==> src/rtl/core/frd_pkg.sv <==
`default_nettype none

package frd_pkg;

	localparam int PANEL_W     = 240;
	localparam int PANEL_H     = 240;
	localparam int STORE_DEPTH = PANEL_W * PANEL_H;
	localparam int ADDR_W      = $clog2(STORE_DEPTH);
	localparam int PIX_W       = 32;
	localparam int COORD_W     = 8;
	localparam int CFG_IDX_W   = 3;

	localparam logic [PIX_W-1:0] STORE_RESET = 32'hA5A5_A5A5;
	localparam logic [PIX_W-1:0] NARROW_MASK = 32'h0000_FFFF;

	typedef logic [COORD_W-1:0] coord_t;
	typedef logic [ADDR_W-1:0]  addr_t;
	typedef logic [PIX_W-1:0]   pix_t;

	typedef enum logic [CFG_IDX_W-1:0] {
		REG_FRAME_WIDTH  = 3'd0,
		REG_FRAME_HEIGHT = 3'd1,
		REG_Y_OFFSET     = 3'd2,
		REG_WIDE_PIXELS  = 3'd3,
		REG_FULL_FRAME   = 3'd4
	} cfg_reg_t;

	typedef struct packed {
		coord_t frame_width;
		coord_t frame_height;
		coord_t y_offset;
		logic   wide_pixels;
		logic   full_frame_mode;
	} cfg_t;

	typedef struct packed {
		logic   valid;
		logic   in_area;
		logic   frame_start;
		logic   last;
		coord_t x;
		coord_t y;
		addr_t  addr;
		pix_t   value;
		logic   wide;
	} item_t;

	typedef struct packed {
		logic   en;
		addr_t  addr;
		pix_t   data;
	} wr_t;

	typedef struct packed {
		logic   changed;
		coord_t x_start;
		coord_t y_start;
		coord_t x_end;
		coord_t y_end;
	} result_t;

	function automatic coord_t copy_cols(cfg_t c);
		return (c.frame_width < COORD_W'(PANEL_W)) ? c.frame_width : COORD_W'(PANEL_W);
	endfunction

	function automatic coord_t copy_rows(cfg_t c);
		coord_t room;
		room = COORD_W'(PANEL_H) - c.y_offset;
		if (c.y_offset >= COORD_W'(PANEL_H))
			return '0;
		return (c.frame_height < room) ? c.frame_height : room;
	endfunction

endpackage

`default_nettype wire

==> src/rtl/core/frd_out_fifo.sv <==
`default_nettype none

module frd_out_fifo import frd_pkg::*; (
	input  wire logic    clk,
	input  wire logic    arst_n,
	input  wire logic    push,
	input  wire result_t push_data,
	output logic         out_valid,
	input  wire logic    out_ready,
	output result_t      out_data,
	output logic [1:0]   count
);

	result_t    ent_q [2];
	logic       wr_ptr_q;
	logic       rd_ptr_q;
	logic [1:0] cnt_q;
	logic       pop;

	assign out_valid = (cnt_q != 2'd0);
	assign pop       = out_valid && out_ready;
	assign out_data  = ent_q[rd_ptr_q];
	assign count     = cnt_q;

	always_ff @(posedge clk) begin
		if (push)
			ent_q[wr_ptr_q] <= push_data;
	end

	always_ff @(posedge clk or negedge arst_n) begin
		if (!arst_n) begin
			wr_ptr_q <= 1'b0;
			rd_ptr_q <= 1'b0;
			cnt_q    <= 2'd0;
		end else begin
			if (push)
				wr_ptr_q <= ~wr_ptr_q;
			if (pop)
				rd_ptr_q <= ~rd_ptr_q;
			if (push && !pop)
				cnt_q <= cnt_q + 2'd1;
			else if (pop && !push)
				cnt_q <= cnt_q - 2'd1;
		end
	end

endmodule

`default_nettype wire

==> config.mk <==
export PLATFORM = sky130hd
export DESIGN_NAME = frd_out_fifo
export DESIGN_NICKNAME = d
export VERILOG_FILES = /design/src/rtl/core/frd_pkg.sv /design/src/rtl/core/frd_out_fifo.sv
export SDC_FILE = /design/constraint.sdc
export NUM_CORES = 1
export LEC_CHECK = 0
export ABC_AREA = 1
export BUFFER_PORTS_ARGS = -buffer_cell sky130_fd_sc_hd__buf_2
export CAP_MARGIN = 25
export CORE_ASPECT_RATIO = 0.8
export CORE_MARGIN = 2
export CORE_UTILIZATION = 45
export DETAILED_ROUTE_END_ITERATION = 12
export GPL_TIMING_DRIVEN = 0
export HOLD_SLACK_MARGIN = 0.06
export PLACE_DENSITY = 0.69
export SLEW_MARGIN = 20
export SYNTH_ARGS = -nofsm -noshare
export SYNTH_HDL_FRONTEND = slang
export SYNTH_SLANG_ARGS = --single-unit
export TNS_END_PERCENT = 100
==> constraint.sdc <==
create_clock -name clk -period 3.1 [get_ports clk]
set_input_delay 0.465 -clock clk [delete_from_list [all_inputs] [get_ports clk]]
set_output_delay 0.465 -clock clk [all_outputs]
set_load 0.01 [all_outputs]
Word level (Yosys, flattened, before mapping)
Memory sizes are Yosys's and may differ from the RTL's.
Index checks and enable logic that the tools add are counted.
- flip-flop bits (word level): 4
- bits in writable memories: 66
- input bits: 37
- output and inout bits: 36
- word-level logic and storage cells: 19
- memories kept: 1
- $add $sub $neg: 2
- multiplexer cells: 4
- bitwise gates (word level): 2
- reduce and logical (&&, ||, !) cells: 7
- memories (memory ; words ; width ; read ports ; clocked after Yosys merged registers in ; write ports ; RTL line ; RTL):
    ent_q ; 2 ; 33 ; 1 ; 0 ; 1 ; frd_out_fifo.sv:14 ; result_t ent_q [2];
- operators with widths (kind ; number):
    $mux W2 ; 2
    $reduce_bool A2 Y1 ; 2
    $logic_and A1 B1 Y1 ; 3
    $add A2 B1 Y2 const B ; 1
    $logic_not A1 Y1 ; 2
    $mux W1 ; 2
    $not A1 Y1 ; 2
    $sub A2 B1 Y2 const B ; 1

Logic depth before layout (Yosys ltp)
- depth in word-level cells: 5
- gate-level depth with buffers: 9
- depth with buffers taken out: 9

Worst setup path after synthesis
No wires, ideal clock.
- kind: input to register
- start point: input port push
- end point: memory ent_q[0][0] (netlist bit), enable pin
- setup time: 0.424 ns
- arrival: 1.896 ns
- required time: 2.676 ns
- setup slack: 0.780 ns
- cell stages on the path: 2
- path buffers: 0
- cell sequence: inv_1 > nor2_1
- cells in the longest elaborated chain, start to end: 2
- RTL lines (what ; RTL line ; RTL):
    from (decl) ; frd_out_fifo.sv:6 ; input wire logic push,
    $mux W1 ; frd_out_fifo.sv:26 ; if (push)
    $mux W1 (implied by the code) ; frd_out_fifo.sv:27 ; ent_q[wr_ptr_q] <= push_data;
    to (decl) ; frd_out_fifo.sv:14 ;
Every way passes these cells.

==> flow_summary.toml <==
[critical_path]
startpoint_type = "flip-flop"
worst_ep_arrival_time_ns = 1.34
path_buf_inv = 4
r2r_slack_ns = 1.67
crit_path_max_incr_delay_ns = 0.38
startpoint_of_the_worst_register_to_register_path = "wr_ptr_q$_DFFE_PN0P_"
critPathKind = "reg -> out"
cp.required_ns = 2.63
crit_chain = "buf_6 -> inv_8 -> buf_6 -> nand2_1 -> nand2_1 -> buf_2"
cp.depth = 6
end_kind = "primary output"
path_delay_family = "buffers and inverters"
worst_setup_path_endpoint = "out_data[22]"
critical_path_peak_fanout = 10
critPathSlowestCell = "sky130_fd_sc_hd__dfrtp_1"
r2r-end = "ent_q[1][9]$_DFFE_PP_"
worst_setup_path_startpoint = "rd_ptr_q$_DFFE_PN0P_"
r2r_cells = 2

[floorplanning]
die_h_um = 72.9
design.die.area_sq_um = 6570
placementRows = 25
floorplan.die.width_um = 90.1
start_util_pct = 45.9
floorplan.core_area_sq_um = 5820
top_level_ports = 73

[layout]
drive_above_1_share_pct = 37.0
flow.area_growth_from_synthesis_pct = 25.4
number_of_fill_cells = 496
design.final.nets = 322
layout.core_utilization_pct = 57.6
final_design_area_no_fill_sq_um = 3350
antenna_cells_inserted = 0

[power_and_ir_drop]
switching_share_pct = 34.4
power-per-cell-area_nw_per_um2 = 894
internal_power_contribution_mw = 1.96
static-leakage-power_nw = 1.47
switchingPower_mw = 1.03
vdd.ir_drop.worst_v = 0.000509
clkPwrFrac_pct = 20.7
power_share_of_the_combinational_group_pct = 35.3
p_seq_share_pct = 44.1

[grt]
top_usage_layer = "met2"
globalRouteTotalUtil_pct = 15.2
grt-ovfl-total = 0
grt_max_degree = 34
first_global_vias = 1580
wire_length_of_the_first_global_routing_pass_um = 7220
globalRouteMet3Util_pct = 8.57
groute.layer.met1.usage_pct = 17.7
groute.layer.met2.usage_pct = 24.1
antenna_found_initial = 0

[yosys]
ys_async_sr_fraction_pct = 5.71
post-synth-top-area-cell = "sky130_fd_sc_hd__edfxtp_1"
mappedNetlistArea_sq_um = 2670
synth_top_cell_area_share_pct = 74.2
syn-instance-count = 199
synth.top_cells.by_area = "sky130_fd_sc_hd__edfxtp_1 74%, sky130_fd_sc_hd__nand2_1 14%, sky130_fd_sc_hd__dfrtp_1 3.7%"
netlist_top_cells_count = "98 x sky130_fd_sc_hd__nand2_1, 66 x sky130_fd_sc_hd__edfxtp_1, 10 x sky130_fd_sc_hd__nand2_2, 6 x sky130_fd_sc_hd__inv_1"
ys_ff_latch = 70
dominantRegCellSynth = "sky130_fd_sc_hd__edfxtp_1"
synth_warnings = 0
synth_nets = 237
synth-edff-count = 66
yosysSeqAreaShare_pct = 77.9
most_numerous_cell_in_the_yosys_netlist = "sky130_fd_sc_hd__nand2_1"
synth.distinct_cells = 15
postSynthAreaPerCell_sq_um = 13.4

[timing]
finalCriticalPeriod_ns = 1.80
fin_setup_tns_ns = 0
timing_hold_violations_final = 0
worst_pin_slew_ns = 0.719
max_freq_ghz = 0.555
slew_headroom_pct = 52.0
slew_viol_final = 0
final.hold.worst_slack_ns = 0.306
finalClockSkew_ns = 0.0112
grt_setup_unrepaired = "no"
setup_violations = 0
final_critical_path_setup_slack_ns = 1.30
timing.final.crit_share_pct = 58.1

[placed_design]
detailed_place.area_sq_um = 3170
post-place-ws_ns = 1.50
detailedPlacementHpwl_um = 3000
port-buffer-count = 72
gp_congestion = 0.664

[cts]
cts_inserted_buffers = 9
cts.root.buffer_cell = "sky130_fd_sc_hd__clkbuf_8"
clock_pin_slew_worst_setup_and_hold_paths_ns = 0.08
htree_levels = 3
post_cts.resized_instances = 0
cts-root-to-sink-buffers = 2
cts_tree = "done"
clkLatencyLatePin_ns = 0.34
post_cts.repair.setup_buffers = 0
clkSinkCount = 70

[job]
drv.max_cap_violation_count = 0

[detailed_routing]
antenna_left = 0
remaining_drc_errors = 0
drt-initial-drc-count = 56
routed_via_count = 1665
finalWirelength_um = 4480
avgRoutedWirePerCell_um = 12.1
via_per_inst = 4.50
drt-pass1-iter-count = 4

[run_status]
outcome = "finished, final reports clean"

[min_path]
min-delay-start = "push_data[15]"
hold_path_class = "in -> reg"
==> worst min path at each step <==
stage                                         to  slack (ns)  cells after the start
after floorplan             count[0]$_DFFE_PN0P_        0.17                      0
after global placement      count[1]$_DFFE_PN0P_        0.28                      1
after detailed placement    wr_ptr_q$_DFFE_PN0P_        0.28                      1
after CTS                 ent_q[0][23]$_DFFE_PP_        0.29                      1
after global routing       ent_q[1][4]$_DFFE_PP_        0.28                      1
final                     ent_q[1][15]$_DFFE_PP_        0.31                      1
==> cells in the final DEF (no fill, tap or decap), types with 2 or more instances in the layout <==
cell type,netlist,layout
sky130_fd_sc_hd__nand2_2,10,10
sky130_fd_sc_hd__clkinvlp_4,0,2
sky130_fd_sc_hd__edfxtp_1,66,66
sky130_fd_sc_hd__buf_2,0,72
sky130_fd_sc_hd__clkbuf_8,0,9
sky130_fd_sc_hd__nand2_1,98,98
sky130_fd_sc_hd__nand3_1,2,2
sky130_fd_sc_hd__inv_1,6,5
sky130_fd_sc_hd__inv_6,0,2
sky130_fd_sc_hd__dfrtp_1,4,4
sky130_fd_sc_hd__clkinv_1,0,2
sky130_fd_sc_hd__buf_6,4,4
sky130_fd_sc_hd__buf_4,2,2
==> kinds of logic (layout without fill, tap and decap cells) <==
group	Yosys count	in the layout	share of synthesized area [%]
simple gates	112	112	16.9
flops	70	70	77.9
xor+xnor	2	2	0.656
fa+ha+maj	1	1	0.468
buf+inv	14	104	4.07
==> power by group through the flow <==
| stage | clock network (mW) | registers [mW] | logic, mW |
|---|---|---|---|
| floorplan | 0 | 1.34 | 0.657 |
| global placement | 0 | 1.34 | 1.04 |
| detailed placement | 0 | 1.34 | 1.08 |
| CTS | 0.643 | 1.32 | 1.08 |
| global route | 0.687 | 1.34 | 1.19 |
| finish | 0.619 | 1.32 | 1.06 |
==> final cells by class <==
| type | instances | area [sq um] | share of cell area, % |
|---|---|---|---|
| plain buffers | 7 | 75.1 | 2.24 |
| clock buffers | 9 | 124 | 3.70 |
| clock inverters | 7 | 48.8 | 1.46 |
| inverters | 7 | 33.8 | 1.01 |
| multi-input cells | 115 | 488 | 14.6 |
| flip-flops and latches | 70 | 2080 | 62.1 |
| well taps | 81 | 101 | 3.02 |
| repair buffers | 74 | 398 | 11.9 |
==> what timing repair did <==
| action | 4_1_cts | 5_1_grt |
|---|---|---|
| endpoints found under the hold margin | 4 | 0 |
| hold buffers | 1 | 0 |
| endpoints found under the setup margin | 0 | 0 |
==> metrics by stage <==
stage	power, mW	instances
floorplan	2.00	199
CTS	3.05	370
global placement	2.38	352
global route	3.22	370
detailed placement	2.42	353
finish	3.00	370
==> metal layers <==
layer  wire length [um]  share of wire (%)  vias to the layer above
met5                  0                  0                        -
met4                 56                1.3                        0
met3                379                8.5                        5
met2               2210                 49                       63
met1               1830                 41                      764
li1                   -                  -                      833
==> registers in the layout (all words and copies together) (netlist names) <==
signal    count
wr_ptr_q      1
rd_ptr_q      1
ent_q        66
count         2
Power figures use the tool's default switching activity.
