[config.mk]
export PLATFORM = sky130hd
export DESIGN_NAME = frd_track
export DESIGN_NICKNAME = d
export VERILOG_FILES = /design/src/rtl/core/frd_pkg.sv /design/src/rtl/core/frd_track.sv
export SDC_FILE = /design/constraint.sdc
export NUM_CORES = 1
export LEC_CHECK = 0
export BUFFER_PORTS_ARGS = -buffer_cell sky130_fd_sc_hd__buf_2
export CAP_MARGIN = 20
export CELL_PAD_IN_SITES_DETAIL_PLACEMENT = 0
export CELL_PAD_IN_SITES_GLOBAL_PLACEMENT = 1
export CORE_MARGIN = 2
export CORE_UTILIZATION = 36
export DETAILED_ROUTE_END_ITERATION = 8
export PLACE_DENSITY = 0.85
export SETUP_SLACK_MARGIN = 0.3
export SYNTH_ARGS = -nofsm -noshare
export SYNTH_HDL_FRONTEND = slang
export SYNTH_SLANG_ARGS = --single-unit
[constraint.sdc]
create_clock -name clk -period 5.1 [get_ports clk]
set_clock_uncertainty 0.05 [all_clocks]
set_input_delay 0 -clock clk [delete_from_list [all_inputs] [get_ports clk]]
set_output_delay 0 -clock clk [all_outputs]
set_load 0.005 [all_outputs]
[src/rtl/core/frd_pkg.sv]
`default_nettype none

package frd_pkg;

	localparam int PANEL_W     = 240;
	localparam int PANEL_H     = 240;
	localparam int STORE_DEPTH = PANEL_W * PANEL_H;
	localparam int ADDR_W      = $clog2(STORE_DEPTH);
	localparam int PIX_W       = 32;
	localparam int COORD_W     = 8;
	localparam int CFG_IDX_W   = 3;

	localparam logic [PIX_W-1:0] STORE_RESET = 32'hA5A5_A5A5;
	localparam logic [PIX_W-1:0] NARROW_MASK = 32'h0000_FFFF;

	typedef logic [COORD_W-1:0] coord_t;
	typedef logic [ADDR_W-1:0]  addr_t;
	typedef logic [PIX_W-1:0]   pix_t;

	typedef enum logic [CFG_IDX_W-1:0] {
		REG_FRAME_WIDTH  = 3'd0,
		REG_FRAME_HEIGHT = 3'd1,
		REG_Y_OFFSET     = 3'd2,
		REG_WIDE_PIXELS  = 3'd3,
		REG_FULL_FRAME   = 3'd4
	} cfg_reg_t;

	typedef struct packed {
		coord_t frame_width;
		coord_t frame_height;
		coord_t y_offset;
		logic   wide_pixels;
		logic   full_frame_mode;
	} cfg_t;

	typedef struct packed {
		logic   valid;
		logic   in_area;
		logic   frame_start;
		logic   last;
		coord_t x;
		coord_t y;
		addr_t  addr;
		pix_t   value;
		logic   wide;
	} item_t;

	typedef struct packed {
		logic   en;
		addr_t  addr;
		pix_t   data;
	} wr_t;

	typedef struct packed {
		logic   changed;
		coord_t x_start;
		coord_t y_start;
		coord_t x_end;
		coord_t y_end;
	} result_t;

	function automatic coord_t copy_cols(cfg_t c);
		return (c.frame_width < COORD_W'(PANEL_W)) ? c.frame_width : COORD_W'(PANEL_W);
	endfunction

	function automatic coord_t copy_rows(cfg_t c);
		coord_t room;
		room = COORD_W'(PANEL_H) - c.y_offset;
		if (c.y_offset >= COORD_W'(PANEL_H))
			return '0;
		return (c.frame_height < room) ? c.frame_height : room;
	endfunction

endpackage

`default_nettype wire

[src/rtl/core/frd_track.sv]
`default_nettype none

module frd_track import frd_pkg::*; (
	input  wire logic  clk,
	input  wire logic  arst_n,
	input  wire item_t s1,
	input  wire pix_t  rd_data,
	input  wire cfg_t  cfg,
	output wr_t        wr,
	output logic       res_push,
	output result_t    res
);

	coord_t rmin_q, rmax_q, cmin_q, cmax_q;
	logic   any_q;
	coord_t rmin_b, rmax_b, cmin_b, cmax_b;
	logic   any_b;
	coord_t rmin_n, rmax_n, cmin_n, cmax_n;
	logic   any_n;
	pix_t   mask;
	logic   dirty;
	coord_t cw, ch;

	always_comb begin
		if (s1.frame_start) begin
			rmin_b = '1;
			rmax_b = '0;
			cmin_b = '1;
			cmax_b = '0;
			any_b  = 1'b0;
		end else begin
			rmin_b = rmin_q;
			rmax_b = rmax_q;
			cmin_b = cmin_q;
			cmax_b = cmax_q;
			any_b  = any_q;
		end

		mask  = s1.wide ? '1 : NARROW_MASK;
		dirty = s1.in_area && (((rd_data & mask) ^ s1.value) != '0);

		rmin_n = rmin_b;
		rmax_n = rmax_b;
		cmin_n = cmin_b;
		cmax_n = cmax_b;
		any_n  = any_b;
		if (dirty) begin
			if (s1.y < rmin_b)
				rmin_n = s1.y;
			if (s1.y > rmax_b || !any_b)
				rmax_n = s1.y;
			if (s1.x < cmin_b)
				cmin_n = s1.x;
			if (s1.x > cmax_b || !any_b)
				cmax_n = s1.x;
			any_n = 1'b1;
		end

		cw  = copy_cols(cfg);
		ch  = copy_rows(cfg);
		res = '0;
		if (cfg.full_frame_mode) begin
			if (cw != '0 && ch != '0) begin
				res.changed = 1'b1;
				res.x_start = '0;
				res.y_start = cfg.y_offset;
				res.x_end   = cw - 1'b1;
				res.y_end   = cfg.y_offset + ch - 1'b1;
			end
		end else if (any_n) begin
			res.changed = 1'b1;
			res.x_start = cmin_n;
			res.y_start = rmin_n + cfg.y_offset;
			res.x_end   = cmax_n;
			res.y_end   = rmax_n + cfg.y_offset;
		end

		res_push = s1.valid && s1.last;
		wr.en    = s1.valid && s1.in_area;
		wr.addr  = s1.addr;
		wr.data  = s1.value;
	end

	always_ff @(posedge clk or negedge arst_n) begin
		if (!arst_n) begin
			rmin_q <= '1;
			rmax_q <= '0;
			cmin_q <= '1;
			cmax_q <= '0;
			any_q  <= 1'b0;
		end else if (s1.valid) begin
			if (s1.last) begin
				rmin_q <= '1;
				rmax_q <= '0;
				cmin_q <= '1;
				cmax_q <= '0;
				any_q  <= 1'b0;
			end else begin
				rmin_q <= rmin_n;
				rmax_q <= rmax_n;
				cmin_q <= cmin_n;
				cmax_q <= cmax_n;
				any_q  <= any_n;
			end
		end
	end

endmodule

`default_nettype wire

Word-level counts from Yosys, hierarchy flattened
Cells that the tools add are included.
{"block": "classes", "n_addsub": 6, "magnitude_cmp": 7, "muxes": 28, "n_bitwise": 2, "n_reduce_logical": 10}
{"op": "8-bit 2-to-1 mux", "n": 20}
{"op": "33-bit 2-to-1 mux", "n": 3}
{"op": "32-bit bitwise AND", "n": 1}
{"op": "32-bit 2-to-1 mux", "n": 1}
{"op": "32-bit nonzero test", "n": 1}
{"op": "32-bit bitwise XOR", "n": 1}
{"op": "8-bit adder", "n": 3}
{"op": "8-bit < comparator", "n": 3}
{"op": "8-bit greater-than comparator", "n": 2}
{"op": "8-bit nonzero test", "n": 2}
{"op": "8-bit by 1-bit subtractor with 8-bit output, second input constant", "n": 2}
{"op": "8-bit >= comparator, second input constant", "n": 1}
{"op": "8-bit < comparator, second input constant", "n": 1}
{"op": "8-bit subtractor, first input constant", "n": 1}
{"op": "1-bit logical AND", "n": 4}
{"op": "1-bit 2-to-1 mux", "n": 4}
{"op": "1-bit logical OR", "n": 2}
{"op": "1-bit zero test", "n": 1}
{"block": "word_totals", "register_bits": 33, "output_inout_bits": 83, "word_cells": 58}

Logic depth before layout (Yosys ltp)
{"block": "depth", "ltp_word": 9, "ltp_mapped": 23, "depth_no_buf": 22}

Least setup slack after synthesis
OpenSTA, ideal clock, no wires.
{"block": "synth_timing", "path_kind": "input to output", "start": "input port cfg[3] (netlist bit)", "end": "output port res[7] (netlist bit)", "arrival_time_ps": 4263, "setup_slack_ps": 787, "stages": 23, "path_buffers": 1, "cell_sequence": "inv_1 > ha_1 > nor3b_1 > nor2_1 > xnor2_1 > ha_1 > a21o_1 > a21oi_1 > o21a_1 > clkbuf_1 > mux2_2 > nand2_1 > ha_1 > inv_1 > ha_1 > fa_1 > a21o_1 > a21o_1 > a21o_1 > a21oi_1 > xnor2_1 > xnor2_1 > o32ai_1"}
{"item": "start: declaration", "line": "frd_track.sv:8", "rtl": "input wire cfg_t cfg,"}
{"item": "end: declaration", "line": "frd_track.sv:11", "rtl": "output result_t res"}

==> results.md <==
* Violations in the final reports: negative hold slack
* Share of the clock period used by the worst path at 89.5%
* Final Slew Violations at 0
* Critical path buffer and inverter count at 4
* Number of antenna violations at the first check in global routing at 0
* Static Leakage at 3.08 nW
* Number of antenna cells inserted at 0
* Endpoint type of the worst setup path: output pin
* Hold WS at -0.00221 ns
* Std-Cell Rows at 44
* Post-DR wirelength/cell at around 15 µm
* Cell area after synthesis at 5230 µm²
* Xor and xnor fraction of the mapped netlist area at 8.88%
* Placed inst area at slightly below 6000 µm²
* Post-synthesis compound-gate area fraction at a little over a quarter
* Netlist cell types at 68
* Remaining Overflow, GRT at 0
* Power Total at roughly 1.2 mW
* Number of synthesized register bits at 33
* Global router's overall resource usage at 17.3%
* Most common flop cell mapped by yosys: dfrtp_1
* Total area of multi-input combinational cells at 3790 µm²
* # clock sinks at 33
* Number of levels in the clock H-tree at 2
* Commonest non-fill, non-tap cell in the layout: buf_2
* Slew at the pin closest to its max-slew limit at 0.975 ns
* Fraction of layout instances using a drive strength above 1 at 31.1%
* Most frequent cell on the critical path: a21o_1
* TritonCTS clock tree: done
* Chain of cells forming the critical path: buf_2 -> inv_1 -> ha_2 -> nor3b_4 -> nor2_1 -> xnor2_1 -> ha_1 -> a21o_1 -> a21oi_2 -> o21ai_1 -> mux2_2 -> nand2_1 -> ha_1 -> inv_1 -> ha_1 -> fa_1 -> a21o_1 -> a21o_1 -> a21o_1 -> a21oi_1 -> xnor2_1 -> xnor2_1 -> o32ai_1 -> buf_2
* Max FO, Critical Path at 6
* Count of buffers from port buffering at between 150 and 200
* Async S/R FF share, synth at 100%
* Final Setup Violations at 0
* Register Area at 846 µm²
* Type of the setup path with the least slack: in -> out
* Area share of fa/ha/maj cells after synthesis at between 10% and 20%
* Final HPWL from detailed placement at 11,700 µm
* Yosys warning total at 0
* Number of DRC markers in iteration 0 at 270
* Type of the worst min-delay path: in -> reg
* Maximum clock path buffer count at 2
* Count of boundary I/O pins at around 210
* Via count of the first global-routing pass at 4,687
* Delay of the slowest cell on the worst path at 0.41 ns
* Most heavily used metal layer in global routing: met2
* Clk pin slew, worst setup/hold paths at 0.05 ns
* Arrival time at the worst endpoint at 4.52 ns
* Maximum number of pins on one net before global-route repair at 34
* Clock period minus final worst setup slack at 4.57 ns
* Category of cells accounting for the largest share of critical-path delay: adder cells
* # nets final at a little under 1,000
* Total number of vias at 5,054
* Cell count after synthesis at 629
* CTS Root Buffer Type: clkbuf_16
* Clock latency at the later pin of the worst-skew pair at 0.28 ns
* Final Non-Filler Cells at approximately 970
* Multiplexer share of the synthesized area at 2.54%
* Detailed-route wire length at 14,100 µm
* Worst slew slack as a fraction of its limit at 35.0%
* Final ANT Viol Nets at 0
* Setup TNS Final at 0 ns
* Syn Nets at 827
* Initial core utilization at 36.4%
* Slowest CP cell: fa_1
* Finished Cell Area at around 6400 µm²
* Routability congestion estimate at 0.841
* PD cells at 195 nW/µm²
* Cts bufs inserted at 5
* Filler cell count in the final layout at 1,454
* First-pass GRT wire length at 22,800 µm
* Global routing met3 resource utilization at 2.62%
* Post-synth EDFFs at 0
* Final routed DRC violation total at 0
* Standard cell core area at between 10,000 and 15,000 µm²
* Die area at 15,500 µm²
* Count of final hold-check violations at 1
* Critical path data required time at 5.05 ns
* Die X at approximately 120 µm
* Most frequent cells in the layout: buf_2, ha_1, inv_1
* Drt first pass iters at 4
* Proportion of synthesized chip area in sequential cells at 16.2%
* Status: finished with violations
* Max-cap viol count at 0
* IR Drop Worst-Case VDD at roughly 100 µV
* Area Overhead vs Synth at 21.8%
* GR met1 Demand/Resource at 24.3%
* Vias per inst at 5.24
* Simple-gate share of the synthesized area at 16.8%
* Synthesized area divided by synthesized cell count at 8.31 µm²
* Maximum clock rate at 0.219 GHz
* Placed Cells incl. Taps at 933
* Dominant combinational cell family by area after synthesis: compound AO/OA/AOI/OAI gates
* Critical path startpoint category: primary input
* Unrepaired setup endpoints after global routing: true
* GRT met2 Usage at 28.1%
* Die Ht at ~120 µm
## state kept, by name (all words and copies together), names as in the netlist
register,count
cmax_q,8
cmin_q,8
rmax_q,8
rmin_q,8
any_q,1
## routing by layer
metal  vias up  part of all wire (%)
met2       167                    46
met5         -                     0
li1       2564                     -
met1      2306                    46
met3        17                   6.5
met4         0                   1.3
## layout make-up
| class | instances | area share, % |
|---|---|---|
| Tap cell | 184 | 3.62 |
| Inverter | 44 | 2.59 |
| Clock buffer | 8 | 2.30 |
| Timing Repair Buffer | 211 | 18.7 |
| Multi-Input combinational cell | 485 | 59.5 |
| Sequential cell | 33 | 13.3 |
## synth_stat cells, types with 2 or more instances
| library cell | number | share of area, % |
|---|---|---|
| o2111a_1 | 2 | 0.43 |
| buf_2 | 8 | 0.77 |
| nor4bb_1 | 3 | 0.57 |
| o211ai_1 | 5 | 0.72 |
| nor2_1 | 36 | 2.6 |
| o21bai_1 | 2 | 0.29 |
| or4_1 | 2 | 0.29 |
| dfstp_2 | 16 | 8.0 |
| o211a_1 | 2 | 0.38 |
| buf_4 | 52 | 7.5 |
| nand4b_1 | 2 | 0.34 |
| o21a_1 | 6 | 0.86 |
| a21oi_1 | 22 | 2.1 |
| or3_1 | 2 | 0.24 |
| a211oi_2 | 2 | 0.48 |
| xnor2_1 | 39 | 6.5 |
| nand4_1 | 12 | 1.4 |
| xor2_1 | 14 | 2.3 |
| o21ai_1 | 4 | 0.38 |
| or2_2 | 3 | 0.36 |
| ha_1 | 66 | 16 |
| and2_1 | 4 | 0.48 |
| nand3_1 | 3 | 0.29 |
| nor2b_1 | 11 | 1.3 |
| o22a_1 | 16 | 2.7 |
| dfrtp_1 | 17 | 8.1 |
| o21ai_0 | 19 | 1.8 |
| o2111ai_1 | 5 | 0.84 |
| mux2i_1 | 2 | 0.38 |
| a22o_1 | 19 | 3.2 |
| nand2_1 | 26 | 1.9 |
| nand2b_1 | 27 | 3.2 |
| nor3_1 | 20 | 1.9 |
| and4_1 | 2 | 0.34 |
| a21o_1 | 25 | 3.6 |
| o22ai_1 | 26 | 3.1 |
| fa_1 | 3 | 1.1 |
| inv_1 | 44 | 3.2 |
| a31o_1 | 3 | 0.50 |
| clkbuf_1 | 6 | 0.43 |
| o31ai_4 | 2 | 0.81 |
| and3_1 | 2 | 0.24 |
| nor4_1 | 5 | 0.60 |
| mux2_2 | 10 | 2.2 |
| a211oi_1 | 9 | 1.3 |
## logic make-up (layout without fill, tap and decap cells)
group	Yosys count	count (layout)
AOI/OAI and AO/OA	186	186
and+or+nand+nor	165	165
buffers and inverters	111	263
adders and majority gates	69	69
xor gates and xnor gates	53	53
DFF	33	33
muxes	12	12
## worst reg2reg max path: stages (launching register included)
cell and delay [ns]:
dfstp_2 0.54, nor2_1 0.04, ha_1 0.28, a21o_1 0.16
a211oi_1 0.23, o21ai_0 0.13, o2111a_1 0.16, a2111oi_4 0.84
nand2_2 0.28, o22a_1 0.30
## worst paths after layout
check                      startpoint         to  slack, ns  cells past startpoint
max in group asynchronous      arst_n  rmax_q[5]       4.21                      2
setup / recovery               cfg[3]     res[7]       0.53                     24
hold / removal                 s1[59]  cmin_q[2]     -0.002                      2
min in group asynchronous      arst_n  cmax_q[4]       0.30                      2
hold reg to reg                 any_q      any_q       0.44                      1
setup reg to reg            cmin_q[1]  cmin_q[5]       2.03                      9
## where the power goes
part	switching, mW	leakage [nW]	internal, mW
logic	0.333	2.61	0.309
clock network	0.108	0.0712	0.194
registers	0.0116	0.396	0.289
## repair_timing
| item | CTS | global route |
|---|---|---|
| hold buffers | 21 | 0 |
| endpoints found under the hold margin | 38 | 0 |
| pin swaps | 0 | 2 |
| setup buffers | 0 | 3 |
| gates resized for setup | 1 | 6 |
| setup endpoints to repair | 1 | 2 |
## per-stage QoR
step | util (%) | hold WS [ns] | setup slack, ns
floorplan | - | -0.346 | 0.787
global placement | 41.5 | -0.0500 | 0.311
detailed placement | 41.5 | -0.0500 | 0.214
CTS | 44.0 | 0.00281 | 0.311
global route | 44.3 | 0.0116 | 0.249
finish | 44.3 | -0.00221 | 0.534
Note: power is estimated with default switching activity, not from simulation.
